`config.mk`:
```
export PLATFORM = sky130hd
export DESIGN_NAME = plie_cell
export DESIGN_NICKNAME = d
export VERILOG_FILES = /design/src/rtl/plie_pkg.sv /design/src/rtl/plie_cell.sv
export SDC_FILE = /design/constraint.sdc
export NUM_CORES = 1
export LEC_CHECK = 0
export BUFFER_PORTS_ARGS = -buffer_cell sky130_fd_sc_hd__buf_2
export CAP_MARGIN = 20
export CORE_MARGIN = 2
export CORE_UTILIZATION = 40
export CTS_CLUSTER_DIAMETER = 80
export DETAILED_ROUTE_END_ITERATION = 10
export PLACE_DENSITY = 0.85
export SYNTH_ARGS = -nofsm -noshare
export SYNTH_HDL_FRONTEND = slang
export SYNTH_SLANG_ARGS = --single-unit
```
`constraint.sdc`:
```
create_clock -name clk -period 2.85 [get_ports clk]
set_input_delay 0.57 -clock clk [delete_from_list [all_inputs] [get_ports clk]]
set_output_delay 0.57 -clock clk [all_outputs]
set_load 0.02 [all_outputs]
```
`src/rtl/plie_pkg.sv`:
```
// Package for the positional list: opcodes, status codes, FSM states and
// the control word broadcast along the cell chain. No dependencies.
package plie_pkg;

  localparam int CAPACITY_DEF   = 1024;
  localparam int DATA_WIDTH_DEF = 32;
  localparam int POS_W          = 17;  // covers every position up to the largest capacity
  localparam int FIELD_POS_W    = 11;
  localparam int VALUE_W        = 32;

  typedef enum logic [1:0] {
    OP_INSERT = 2'd0,
    OP_ERASE  = 2'd1,
    OP_GET    = 2'd2,
    OP_SET    = 2'd3
  } opcode_t;

  typedef enum logic [1:0] {
    ST_DONE = 2'd0,
    ST_BAD  = 2'd1,
    ST_FULL = 2'd2
  } status_t;

  typedef enum logic {
    S_IDLE,
    S_ERASE
  } state_t;

  typedef enum logic [1:0] {
    CELL_HOLD,
    CELL_INS,
    CELL_DEL,
    CELL_SET
  } cell_op_t;

  typedef struct packed {
    cell_op_t         op;
    logic [POS_W-1:0] pos;
  } cell_ctrl_t;

endpackage

```
`src/rtl/plie_cell.sv`:
```
// One storage cell of the list chain; takes its left or right neighbour,
// the write value, or holds. Depends on plie_pkg.
module plie_cell #(
  parameter int IDX        = 0,
  parameter int DATA_WIDTH = plie_pkg::DATA_WIDTH_DEF
) (
  input  logic                   clk,
  input  plie_pkg::cell_ctrl_t   ctrl,
  input  logic [DATA_WIDTH-1:0]  wr_val,
  input  logic [DATA_WIDTH-1:0]  prev_q,
  input  logic [DATA_WIDTH-1:0]  next_q,
  output logic [DATA_WIDTH-1:0]  q
);
  import plie_pkg::*;

  localparam logic [POS_W-1:0] MY_IDX = POS_W'(IDX);

  logic [DATA_WIDTH-1:0] data_r;
  logic [DATA_WIDTH-1:0] data_nxt;

  always_comb begin
    data_nxt = data_r;
    case (ctrl.op)
      CELL_INS: begin
        if (MY_IDX > ctrl.pos) begin
          data_nxt = prev_q;
        end else if (MY_IDX == ctrl.pos) begin
          data_nxt = wr_val;
        end
      end
      CELL_DEL: begin
        if (MY_IDX >= ctrl.pos) begin
          data_nxt = next_q;
        end
      end
      CELL_SET: begin
        if (MY_IDX == ctrl.pos) begin
          data_nxt = wr_val;
        end
      end
      default: data_nxt = data_r;
    endcase
  end

  always_ff @(posedge clk) begin
    data_r <= data_nxt;
  end

  assign q = data_r;

endmodule

```
==> run metrics, run 1 <==
hold_buf cts 0; Seq. cell area 961 sq um; Seq cells post-synth 32; drt first pass iters 4; Ant. Diodes 0; Worst setup EP type flop; full die area 5250 sq um; Placed Area 2380 sq um; vias in the first global route 1724; clock buffer depth 2; post-synth top area share 51.2%; most frequent cell after synthesis nor2_1; share of cells above drive strength 1 43.6%; num ports 148; multi-input logic area 722 sq um; Fillers 400; CTS tree yes; Iter 0 DRT Violations 114; H-Tree Depth 2; Die Span Y 72.5 microns; distinct cell type count after synthesis 17; crit path kind primary input to flop; outcome completed; sequential area share after synthesis 51.2%; syn nets 309; CP startpoint kind primary input; Post-Layout Inst Area 2450 sq um; final hold violations 0; # port buffers 115; average cell area after synthesis 9.72 sq um; P per Cell Area 443 nW/um^2; Synth Cell Area 1880 sq um; Total Power 1.09 mW; Root Driver clkbuf_8; Die W 72.5 microns; Mapped Cells 193; nets 416; Post-synth top cells nor2_1 (35), nand3_1 (34), a31oi_1 (32), edfxtp_1 (32), o21ai_0 (32); EDFF count, synth 32; Slew headroom 65.4%; post-place setup slack 680 ps; DR DRC count 0; clk_lat worst skew 270 ps; post-CTS resize count 0; fraction of registers with async set or reset after synthesis 0%; Hold Crit Start next_q[7]; Sink Count 32; Clock Skew 0 ps; Total Routing Usage GR 18.7%; Max Slew Vio Count 0; max reg flops 32; post-synth top area cell edfxtp_1; Core Region 4440 sq um; crit path DAT 1860 ps; Pleak 1.00 nW; CTS Buf Count 5; min Tclk post-route 1880 ps; Post-synth top flop edfxtp_1; peak supply drop 0.000202 V; Setup violations, final 0; WHS 648 ps; max cap viols 0; initial antenna violation count 0; HP Class primary input to flop; Worst EP required 2830 ps; Yosys warning total 0; period utilization 65.9%; CTS clk-pin slew, worst paths 60 ps; GPL Wtd Cong 0.773; RR Startpoint q[26]$_DFFE_PP_; ANT nets after route 0; vias 1948; worst slew pin tran 520 ps; critical-path maximum fanout 18; total grt overflow 0; CP Launch Point ctrl[13]; RSZ-0062 raised after global routing false; global-route wire length before repair 7680 microns; largest net degree at the start of global routing 36; final wirelength 4920 microns; PnR worst setup slack 973 ps; HPWL after DPL 3460 microns; synthesis-to-layout area growth 30.6%; vias per cell 5.57; wire length per cell 14.1 microns; ranking of synthesized cells by area edfxtp_1 (51%), a31oi_1 (11%), nand3_1 (9.1%); Initial Utilization 42.2%; Fmax 533 MHz; Post-CTS Setup Bufs 0; Rows 24; Setup TNS 0 ps
==> metrics by stage <==
stage               instances  utilization (%)
floorplan                 193                -
global placement          345             53.6
detailed placement        345             53.6
CTS                       350             55.1
global route              350             55.1
finish                    350             55.1
==> power breakdown <==
part | total [mW] | leakage (nW) | internal [mW] | switching (mW)
sequential | 0.579 | 0.307 | 0.563 | 0.0153
combinational | 0.213 | 0.657 | 0.0924 | 0.121
clock | 0.294 | 0.0359 | 0.157 | 0.137
total | 1.09 | 1.00 | 0.813 | 0.274
==> worst paths after layout <==
kind,end,slack (ps),cells past startpoint
min,q[7]$_DFFE_PP_,650,3
min reg2reg,q[13]$_DFFE_PP_,680,2
max reg2reg,q[26]$_DFFE_PP_,1950,2
max,q[18]$_DFFE_PP_,970,5
==> routing by layer <==
metal	routed length [microns]	vias up	part of all wire, %	GRT usage, %
met2	2400	105	49	32.9
met5	0	-	0	0
li1	-	939	-	-
met3	299	12	6.1	4.31
met4	78	0	1.6	4.94
met1	2140	892	43	23.0
==> kinds of logic after synthesis <==
family | after synthesis | synth area share (%)
AND/OR/NAND/NOR | 75 | 18.7
AO/OA/AOI/OAI | 65 | 19.7
flip-flops | 32 | 51.2
buffers and inverters | 21 | 10.4
==> cell type report <==
cell class / instances / share of cell area, %
Tap cell: 52 / 2.66
Clock buffer: 5 / 2.81
Sequential cell: 32 / 39.2
Multi-Input combinational cell: 140 / 29.5
Timing Repair Buffer: 121 / 25.8
==> critical path: stages <==
cell and delay, ps:
buf_2 100, nor4_2 290, and3_1 230, a31o_2 440, buf_12 220
==> placed cells by master (no fill, tap or decap) <==
master,instances
nand2b_2,1
nor4_2,2
buf_4,5
a31oi_1,32
clkbuf_8,5
edfxtp_1,32
nor2_1,35
o21ai_0,32
nand3_1,34
nor3_1,1
a31o_2,1
buf_2,115
and3_1,2
buf_12,1
Note: power is estimated with default switching activity, not from simulation.
==> run 2: changes to the inputs <==
clock period = 1.9 ns   (was 2.85 ns; I/O delays follow)
==> run 2 against run 1 <==
Final cell count up 2.0%. Worst setup slack got worse by 610 ps. Routed wire length increased by 2.3%. Largest cell class unchanged. Largest power group unchanged.
==> run metrics, run 2 (synthesis gave the netlist of run 1 again) <==
Fmax 651 MHz; Setup TNS 0 ps (unchanged); wire length per cell 14.1 microns (+0.31%); total grt overflow 0 (unchanged); worst slew pin tran 487 ps (-32.3 ps); Setup violations, final 0 (unchanged); CTS Buf Count 5 (unchanged); dpl cells 349 (+1.2%); CTS clk-pin slew, worst paths 60 ps (about the same); Die W 72.5 microns (unchanged); Rows 24 (unchanged); Initial Utilization 42.2% (unchanged); Post-Layout Cell Count 357 (+2.0%); Crit path max-delay family simple AND/OR/NAND/NOR gates; Iter 0 DRT Violations 89 (-22%); Clock Skew 0 ps (unchanged); vias per cell 5.50 (-1.2%); period utilization 80.9%; most common cell after layout, fill and taps aside buf_2; global-route wire length before repair 8190 microns (+6.7%); DR DRC count 0 (unchanged); CP Launch Point ctrl[13]; HP Class primary input to flop; hold_buf cts 0 (unchanged); max cap viols 0 (unchanged); Ant. Diodes 0 (unchanged); initial antenna violation count 0 (unchanged); Core Region 4440 sq um (unchanged); Post-CTS Setup Bufs 0 (unchanged); Worst EP required 2000 ps (-830 ps); worst path bufs/invs 2 (unchanged); clock buffer depth 2 (unchanged); CP peak stage delay 300 ps (-140 ps); nets 420 (+0.96%); outcome completed; min Tclk post-route 1540 ps; CTS tree yes; max reg flops 32 (unchanged); critical-path maximum fanout 17 (-1); P per Cell Area 669 nW/um^2 (+51%); synthesis-to-layout area growth 34.0%; Slew headroom 67.5% (+2.2 points); Max Slew Vio Count 0 (unchanged); RSZ-0062 raised after global routing false; final wirelength 5030 microns (+2.3%); Hold Crit Start next_q[2]; clk_lat worst skew 270 ps (about the same); Die Span Y 72.5 microns (unchanged); num ports 148 (unchanged); share of cells above drive strength 1 43.9% (+0.31 points); peak supply drop 0.000295 V (+46%); Total Routing Usage GR 19.8% (+1.2 points); ANT nets after route 0 (unchanged); GPL Wtd Cong 0.775 (+0.18%); CP max stage cell nor4_2; full die area 5250 sq um (unchanged); H-Tree Depth 2 (unchanged); CP startpoint kind primary input; post-CTS resize count 0 (unchanged); final hold violations 0 (unchanged); Root Driver clkbuf_8; RR Startpoint q[19]$_DFFE_PP_; Pleak 1.03 nW (+3.2%); vias in the first global route 1859 (+7.8%); Total Power 1.68 mW (+55%); HPWL after DPL 3730 microns (+7.9%); # port buffers 115 (unchanged); Worst setup EP type flop; most frequent cells in the layout buf_2 (115), nor2_1 (35), nand3_1 (34); Sink Count 32 (unchanged); drt first pass iters 5 (+1); largest net degree at the start of global routing 41 (+14%); crit path kind primary input to flop; vias 1963 (+0.77%); cells along the critical path buf_2 > nor4_2 > and3_1 > buf_4 > nand3_1 > a31oi_1; crit path DAT 1630 ps (-230 ps)
run 2: per-stage QoR:
| stage | utilization, % | area (sq um) | hold slack [ps] | setup slack [ps] |
|---|---|---|---|---|
| 6_report | 56.5 | 2510 | 450 | 363 |
| 5_1_grt | 56.5 | 2510 | 456 | 284 |
| 4_1_cts | 56.5 | 2510 | 440 | 385 |
| 3_5_place_dp | 54.7 | 2430 | 674 | 98.1 |
| 3_3_place_gp | 54.7 | 2430 | 663 | 166 |
| 2_1_floorplan | - | 1880 | 634 | 93.6 |
run 2: power breakdown:
part	total (mW)	switching (mW)	internal [mW]
clock network	0.489	0.234	0.255
registers	0.867	0.0224	0.844
logic	0.326	0.181	0.144
total	1.68	0.438	1.24
run 2: cell type report:
cell class	count	area, sq um
clock inverter	1	3.75
tap	52	65.1
sequential	32	961
multi-input combinational	140	731
timing repair buffer	125	676
clock buffer	7	76.3
fill	417	1930
run 2: metal layers:
| metal | up-vias | global-route usage, % | wire length, microns |
|---|---|---|---|
| met1 | 903 | 23.5 | 2070 |
| li1 | 952 | - | - |
| met3 | 7 | 4.44 | 357 |
| met5 | - | 0 | 0 |
| met4 | 0 | 7.61 | 78 |
| met2 | 101 | 34.9 | 2530 |
run 2: worst min-delay path, stage by stage:
cell and delay (ps):
buf_2 70, nor2_1 30, a31oi_1 120
run 2: path summary, 6_finish.rpt:
path | to | slack (ps) | depth (start not counted)
max | q[19]$_DFFE_PP_ | 360 | 6
min | q[2]$_DFFE_PP_ | 450 | 3
max reg2reg | q[19]$_DFFE_PP_ | 990 | 2
min reg2reg | q[0]$_DFFE_PP_ | 680 | 2
==> run 3: changes to the inputs <==
clock period = 1.5 ns   (was 1.9 ns; I/O delays follow)
==> run 3 against run 2 <==
Critical path depth unchanged. Routed wire length increased by 0.36%. Via count increased by 0.51%. Largest cell class unchanged. Clock-buffer cell count unchanged. Core utilization is 1.5 points higher. Highest routed layer unchanged. Sequential cell count unchanged. Clock power rose by 24%. Final cell count increased by 0.28%. Non-clock buffer count up 1. Sequential share of layout area down 0.98 points. Clock skew stayed put.
==> run metrics, run 3 (synthesis gave the netlist of run 1 again) <==
CTS tree yes; Die Span Y 72.5 microns (unchanged); CTS clk-pin slew, worst paths 60 ps (about the same); R2R cell count 2 (unchanged); ANT nets after route 0 (unchanged); Clock Skew 0 ps (unchanged); Ant. Diodes 0 (unchanged); DR DRC count 0 (unchanged); Pleak 1.06 nW (+2.4%); clock buffer depth 2 (unchanged); vias in the first global route 1831 (-1.5%); most frequent cells in the layout buf_2 (115), nor2_1 (35), nand3_1 (34); synthesis-to-layout area growth 37.5%; GPL Wtd Cong 0.723 (-6.8%); full die area 5250 sq um (unchanged); final hold violations 0 (unchanged); share of cells above drive strength 1 44.1% (+0.18 points); largest net degree at the start of global routing 37 (-9.8%); initial antenna violation count 0 (unchanged); num ports 148 (unchanged); final wirelength 5050 microns (+0.36%); Total Routing Usage GR 19.6% (-0.18 points); Root Driver clkbuf_8; Post-Layout Inst Area 2580 sq um (+2.6%); PnR worst setup slack 132 ps (-231 ps); # port buffers 115 (unchanged); crit path kind primary input to flop; critical path endpoint q[13]$_DFFE_PP_; Rows 24 (unchanged); Worst EP required 1600 ps (-400 ps); post-place setup slack -178 ps (-276 ps); nets 421 (+0.24%); CP Launch Point ctrl[9]; Fillers 391 (-6.2%); global-route wire length before repair 8000 microns (-2.3%); RR Endpoint q[13]$_DFFE_PP_; CP startpoint kind primary input; critical-path maximum fanout 17 (unchanged); Initial Utilization 42.2% (unchanged); crit path DAT 1460 ps (-170 ps); CTS Buf Count 5 (unchanged); HPWL after DPL 3800 microns (+1.9%); most common cell after layout, fill and taps aside buf_2; Slew headroom 84.6% (+17 points); Sink Count 32 (unchanged); worst reg2reg setup slack 630 ps (-360 ps); worst slew pin tran 229 ps (-258 ps); hold_buf cts 0 (unchanged); max cap viols 0 (unchanged); Iter 0 DRT Violations 134 (+51%); total grt overflow 0 (unchanged); RR Startpoint q[13]$_DFFE_PP_; Placed Area 2490 sq um (+2.6%); drt first pass iters 4 (-1); wire length per cell 14.1 microns (about the same); Die W 72.5 microns (unchanged); max reg flops 32 (unchanged); clk_lat worst skew 270 ps (about the same); Max Slew Vio Count 0 (unchanged); Core Region 4440 sq um (unchanged); Setup violations, final 0 (unchanged); P per Cell Area 828 nW/um^2 (+24%); RSZ-0062 raised after global routing false; vias per cell 5.51 (+0.23%); Worst setup EP type flop; outcome completed; Fmax 731 MHz; HP Class primary input to flop; vias 1973 (+0.51%); min Tclk post-route 1370 ps; period utilization 91.2%; peak supply drop 0.000348 V (+18%); H-Tree Depth 2 (unchanged); Post-CTS Setup Bufs 0 (unchanged)
## run 3: critical path, cell delays in order
cell     delay [ps]
buf_2           120
nor4_4          270
and3_1          270
buf_6           200
nand3_1          90
a31oi_1         220
## run 3: how the worst min path moves through the flow
stage / endpoint / slack [ps] / depth (start not counted) / startpoint
floorplan: q[1]$_DFFE_PP_ / 550 / 2 / next_q[1]
global placement: q[25]$_DFFE_PP_ / 640 / 3 / next_q[25]
detailed placement: q[23]$_DFFE_PP_ / 660 / 3 / next_q[23]
CTS: q[7]$_DFFE_PP_ / 370 / 3 / next_q[7]
global route: q[7]$_DFFE_PP_ / 370 / 3 / next_q[7]
finish: q[8]$_DFFE_PP_ / 380 / 3 / next_q[8]
## run 3: stage by stage
| step | TNS, ps | instances | power [mW] | util (%) | hold slack [ps] |
|---|---|---|---|---|---|
| final | 0 | 358 | 2.14 | 58.0 | 376 |
| after global routing | 0 | 358 | 2.24 | 58.0 | 374 |
| after CTS | 0 | 358 | 2.16 | 57.9 | 366 |
| after detailed placement | -7270 | 350 | 1.55 | 56.1 | 656 |
| after global placement | -6360 | 350 | 1.53 | 56.1 | 645 |
| after floorplan | -6260 | 193 | 1.33 | - | 554 |
## run 3: cell type report
type	instances	area [sq um]	share of cell area, %
Clock inverter	1	3.75	0.146
Sequential cell	32	961	37.3
Timing Repair Buffer	126	724	28.1
Tap cell	52	65.1	2.52
Clock buffer	7	76.3	2.96
Multi-Input combinational cell	140	748	29.0
## run 3: report_power, final
group	switching, mW	leakage [nW]	internal, mW
Sequential	0.0301	0.307	1.07
Clock	0.283	0.0399	0.322
Combinational	0.236	0.710	0.193
## run 3: layer usage
metal	up-vias	GRT usage (%)	part of all wire, %	wire length [microns]
li1	955	-	-	-
met1	908	23.4	40	2000
met2	108	34.9	52	2620
met3	2	3.89	7.8	394
met4	0	7.41	0.67	34
met5	-	0	0	0
## run 3: repair_timing
item | in CTS | in global routing
endpoints found under the setup margin | 0 | 1
endpoints found under the hold margin | 0 | 0
gates resized for setup | 0 | 1
